### src/lrkd_pkg.sv
// ----------------------------------------------------------------------------
// lrkd_pkg: shared types and constants
// Sizes, payload words and the controller/datapath command and status words
// of the longest-run tracker.
// ----------------------------------------------------------------------------
package lrkd_pkg;

  localparam int unsigned MAX_LEN     = 1024;
  localparam int unsigned SYMBOL_BITS = 8;
  localparam int unsigned SYM_COUNT   = 1 << SYMBOL_BITS;
  localparam int unsigned PTR_W       = $clog2(MAX_LEN);
  localparam int unsigned LEN_W       = $clog2(MAX_LEN + 1);
  localparam int unsigned LIMIT_W     = 9;
  localparam int unsigned DIST_W      = $clog2(SYM_COUNT + 1);

  localparam logic [LIMIT_W-1:0] MAX_DISTINCT_RST = LIMIT_W'(2);

  typedef struct packed {
    logic [7:0] symbol;
    logic       start_req;
  } in_word_t;

  typedef struct packed {
    logic [10:0] best_length;
    logic [10:0] window_length;
    logic [9:0]  window_start;
    logic        overflow;
  } out_word_t;

  typedef struct packed {
    logic load;         // take the input word, begin a new sequence on start
    logic hist_rd;      // read history at the window start
    logic cnt_rd_tail;  // read the count of the oldest symbol
    logic cnt_rd_new;   // read the count of the new symbol
    logic drop;         // drop the oldest symbol
    logic insert;       // insert the new symbol
    logic emit;         // load the result register
  } cmd_t;

  typedef struct packed {
    logic full;         // window holds MAX_LEN symbols
    logic over;         // too many distinct values and more than one symbol
  } status_t;

endpackage

### src/lrkd_ctrl.sv
// ----------------------------------------------------------------------------
// lrkd_ctrl: sequencing state machine
// Steps each word through the full-ring drop, insert, shrink loop and emit.
// ----------------------------------------------------------------------------
module lrkd_ctrl (
  input  logic             clk_i,
  input  logic             rst_ni,
  input  logic             in_valid_i,
  output logic             in_ready_o,
  output logic             out_valid_o,
  input  logic             out_ready_i,
  input  lrkd_pkg::status_t status_i,
  output lrkd_pkg::cmd_t    cmd_o
);

  typedef enum logic [2:0] {
    ST_IDLE,
    ST_CHK_FULL,
    ST_DROP_CNT,
    ST_DROP_WR,
    ST_INS_CNT,
    ST_INS_WR,
    ST_SHRINK,
    ST_EMIT
  } state_e;

  state_e state_q;
  logic   shrink_q;
  logic   out_valid_q;

  assign in_ready_o  = (state_q == ST_IDLE);
  assign out_valid_o = out_valid_q;

  always_comb begin
    cmd_o = '0;
    case (state_q)
      ST_IDLE:     cmd_o.load        = in_valid_i;
      ST_CHK_FULL: cmd_o.hist_rd     = 1'b1;
      ST_DROP_CNT: cmd_o.cnt_rd_tail = 1'b1;
      ST_DROP_WR:  cmd_o.drop        = 1'b1;
      ST_INS_CNT:  cmd_o.cnt_rd_new  = 1'b1;
      ST_INS_WR:   cmd_o.insert      = 1'b1;
      ST_SHRINK:   cmd_o.hist_rd     = 1'b1;
      ST_EMIT:     cmd_o.emit        = !out_valid_q || out_ready_i;
      default:     cmd_o = '0;
    endcase
  end

  always_ff @(posedge clk_i or negedge rst_ni) begin
    if (!rst_ni) begin
      state_q     <= ST_IDLE;
      shrink_q    <= 1'b0;
      out_valid_q <= 1'b0;
    end else begin
      if (cmd_o.emit) begin
        out_valid_q <= 1'b1;
      end else if (out_ready_i) begin
        out_valid_q <= 1'b0;
      end
      case (state_q)
        ST_IDLE: begin
          if (in_valid_i) begin
            state_q <= ST_CHK_FULL;
          end
        end
        ST_CHK_FULL: begin
          shrink_q <= 1'b0;
          state_q  <= status_i.full ? ST_DROP_CNT : ST_INS_CNT;
        end
        ST_DROP_CNT: state_q <= ST_DROP_WR;
        ST_DROP_WR:  state_q <= shrink_q ? ST_SHRINK : ST_INS_CNT;
        ST_INS_CNT:  state_q <= ST_INS_WR;
        ST_INS_WR: begin
          shrink_q <= 1'b1;
          state_q  <= ST_SHRINK;
        end
        ST_SHRINK:   state_q <= status_i.over ? ST_DROP_CNT : ST_EMIT;
        ST_EMIT: begin
          if (cmd_o.emit) begin
            state_q <= ST_IDLE;
          end
        end
        default:     state_q <= ST_IDLE;
      endcase
    end
  end

endmodule

### config.mk
export PLATFORM = sky130hd
export DESIGN_NAME = lrkd_ctrl
export DESIGN_NICKNAME = d
export VERILOG_FILES = /design/src/lrkd_pkg.sv /design/src/lrkd_ctrl.sv
export SDC_FILE = /design/constraint.sdc
export NUM_CORES = 1
export LEC_CHECK = 0
export BUFFER_PORTS_ARGS = -buffer_cell sky130_fd_sc_hd__buf_2
export CORE_AREA = 2 2 39 41
export DETAILED_ROUTE_END_ITERATION = 12
export DIE_AREA = 0 0 41 43
export PLACE_DENSITY_LB_ADDON = 0.25
export SLEW_MARGIN = 40
export SYNTH_ARGS = -nofsm -noshare
export SYNTH_HDL_FRONTEND = slang
export SYNTH_SLANG_ARGS = --single-unit
### constraint.sdc
create_clock -name clk_i -period 3.4 [get_ports clk_i]
set_clock_uncertainty 0.2 [all_clocks]
set_input_delay 0.34 -clock clk_i [delete_from_list [all_inputs] [get_ports clk_i]]
set_output_delay 0.34 -clock clk_i [all_outputs]
set_load 0.1 [all_outputs]
# After elaboration in Yosys (flattened, before gate mapping)
# Cells that the tools add are included.
# classes
n_eq_ne,9
muxes,16
reduce_logical,7
# ops
cell,n
case mux 3 bit (8 select lines),1
equality test 3 bit (second input constant),4
two-way mux 3 bit,4
two-way mux 1 bit,9
equality test 3 x 2 -> 1 bit (second input constant),2
inequality test 2 bit (second input constant),2
nonzero test 2 bit,2
equality test 3 x 1 -> 1 bit (second input constant),1
logical NOT 3 bit,1
two-way mux 2 bit,1
case mux 1 bit (2 select lines),1
AND reduction 2 bit,1
OR reduction 2 bit,1
logical NOT 1 bit,1
logical OR 1 bit,1
# word_totals
reg_bits,5
in_bits,6

# Logic depth before layout (Yosys ltp)
# logic_depth
word_depth,5
mapped_depth,3
ltp_nobuf,2

# Worst setup path before layout
# OpenSTA, ideal clock, no wires.
# synth_path
path_type,reg-to-output
startpoint,reg state_q[0]
endpoint,out cmd_o[6] in the netlist's numbering
arrival_time_ns,2.695
t_required_ns,2.860
slack_ns,0.165
stages_incl_launch_ff,4
n_path_buf,1
path_cell_list,dfrtp_1 -> buf_4 -> nor3_2 -> and2_1
# synth_rtl
item,line_no,rtl
start: declaration,lrkd_ctrl.sv:27,state_e state_q;
start signal: assignment,lrkd_ctrl.sv:68,state_q <= status_i.full ? ST_DROP_CNT : ST_INS_CNT;
start signal: assignment,lrkd_ctrl.sv:71,ST_DROP_WR: state_q <= shrink_q ? ST_SHRINK : ST_INS_CNT;
start signal: assignment,lrkd_ctrl.sv:77,ST_SHRINK: state_q <= status_i.over ? ST_DROP_CNT : ST_EMIT;
end: declaration,lrkd_ctrl.sv:13,output lrkd_pkg::cmd_t cmd_o

==> impl_metrics.toml <==
[outcome]
status = "completed"

[critical_path]
rrSetupSlack_ns = 1.98
cp_num_buf_inv = 1
reg2reg_depth = 2
path_max_fanout = 15
reg2reg_from = "state_q[2]"
reg2reg_to = "state_q[2]"
critPathSlowestCell = "dfrtp_1"
crit_type = "flop to output pin"
cp-startpoint = "state_q[2]"
max_stage_delay_ns = 0.61
worstPathArrival_ns = 1.62
crit_chain = "and3_1, and2_1, buf_2"
worstPathRequired_ns = 2.86
critical_path.top_delay_family = "flip-flops"
endpoint_kind = "output pin"
cp-start-kind = "flop"

[global_routing]
grt_overflow = 0
grt_antenna_before_repair = 0
grt_pass1_vias = 275
gr-usage-all-layers = 0.1188
grt_max_degree = 16
grt_pass1_wl_um = 1283

[placement]
place_area_um2 = 424.2
place_hpwl_um = 553.2
io_buffers = 14
gp_congestion = 0.6721

[route]
drc_errors = 0
wl_per_cell_um = 11.93
ant_nets = 0
first_iter_violations = 2
finalWirelength_um = 811
first_pass_iters = 4
drt-vias-per-instance = 4.779
detailroute.via_count = 325

[finish]
nets = 59
mostFrequentLayoutCell = "buf_2"
layout_common_cells = "buf_2 (14), dfrtp_1 (5), nand2b_1 (3), and2_1 (3), clkbuf_4 (3)"
area_growth_pct = 26.46
ff_latch_area_um2 = 125.1
utilization = 0.3327
multi_input_area_um2 = 201.4
nFillCells = 160
final_cell_area_um2 = 460.4
diodes = 0
drive_gt1_frac = 0.4038

[floorplan]
fp.dieW_um = 41
die_y_um = 43
start_util = 0.2631
die_area_um2 = 1763
rows = 14
core_region_area_um2 = 1384
pin_count = 15

[sta]
tns_ns = 0
worst_pin_slew_ns = 0.4870
rsz0062_at_grt = "false"
finalSetupViolations = 0
hold_ws_ns = 0.1116
finalHoldViolCount = 0
max_slew_margin = 0.6776
fmaxAchievable_ghz = 0.4619
fin_crit_ns = 2.165
finalCritPeriodShare = 0.6368
maxSlewViolCount = 0

[logic_synthesis]
postSynthAreaPerCell_um2 = 10.11
ys_ff_latch = 5
synth_nets = 42
synthCells = 36
yosys_warnings = 0
synthesis.area_um2 = 364.1
synth_seq_area_share = 0.3436
synth_cell_types = 22

[min_path]
hold_path.class = "primary input to flop"
hold_depth = 2
hold_end = "state_q[2]"
worstHoldStart = "status_i[1]"

[cts]
cts_buffers = 3
cts_buffer_depth = 2
cts_tree = "done"
cts.sinks = 5
h-tree-depth = 1
path_clk_slew_ns = 0.05
cts_root_buffer = "clkbuf_4"
clock_latency_ns = 0.25

[run]
max_cap_viol_count = 0
[repair_timing]
action / 4_1_cts / 5_1_grt
hold buffers: 1 / 0
endpoints found under the setup margin: 0 / 0
setup buffers: 0 / 0
endpoints found under the hold margin: 5 / 0
resized for setup: 0 / 0
[Yosys cell counts]
cell type	count	area, um2
buf_6	2	22.52
and2_1	3	18.77
and3b_1	2	17.52
a222oi_1	1	10.01
and3_1	2	12.51
o21bai_1	1	7.510
o21ai_0	1	5.000
inv_1	2	7.510
buf_4	1	7.510
and4b_1	1	10.01
nor3_1	2	10.01
dfrtp_1	5	125.1
a21o_1	2	15.01
nor3_2	1	10.01
nand3b_4	1	20.02
nand2_1	1	3.750
a221oi_2	1	15.01
nand2b_1	3	18.77
a32oi_1	1	8.760
nand3_1	1	5.000
a21bo_2	1	10.01
nor2_1	1	3.750
[how the worst max path moves through the flow]
stage	to	cells past startpoint	slack [ns]
2_1_floorplan	cmd_o[6]	3	0.16
3_3_place_gp	cmd_o[0]	3	1.50
3_5_place_dp	cmd_o[0]	3	1.49
4_1_cts	cmd_o[0]	3	1.22
5_1_grt	cmd_o[0]	3	1.13
6_report	cmd_o[0]	3	1.24
[kinds of logic (layout without fill, tap and decap cells)]
group,count (synthesis),in the layout,share of synthesized area
compound gates,8,8,0.1959
buf+inv,5,21,0.1031
simple gates,18,18,0.3574
flops,5,5,0.3436
[flip-flops by register name (all words and copies together) (netlist names)]
| register | cells |
|---|---|
| out_valid_o | 1 |
| state_q | 3 |
| shrink_q | 1 |
[routing by layer]
layer / vias to the layer above / routed length [um] / GRT usage
li1: 162 / - / -
met1: 147 / 377 / 0.1494
met2: 14 / 354 / 0.1281
met3: 2 / 57 / 0.05236
met4: 0 / 22 / 0.1400
met5: - / 0 / 0
[stage by stage]
step / setup WS (ns) / cells
floorplan: 0.1648 / 36
detailed placement: 1.490 / 63
global placement: 1.502 / 63
global route: 1.130 / 68
finish: 1.235 / 68
CTS: 1.220 / 68
[final cells by class]
cell class / count / share of cell area
well taps: 16 / 0.04348
flip-flops and latches: 5 / 0.2717
inverters: 2 / 0.01630
repair buffers: 15 / 0.1739
clock buffers: 4 / 0.05707
multi-input cells: 26 / 0.4375
Power is not shown: default switching activity piles up to over one toggle a cycle in this logic, so the estimate is an artifact.
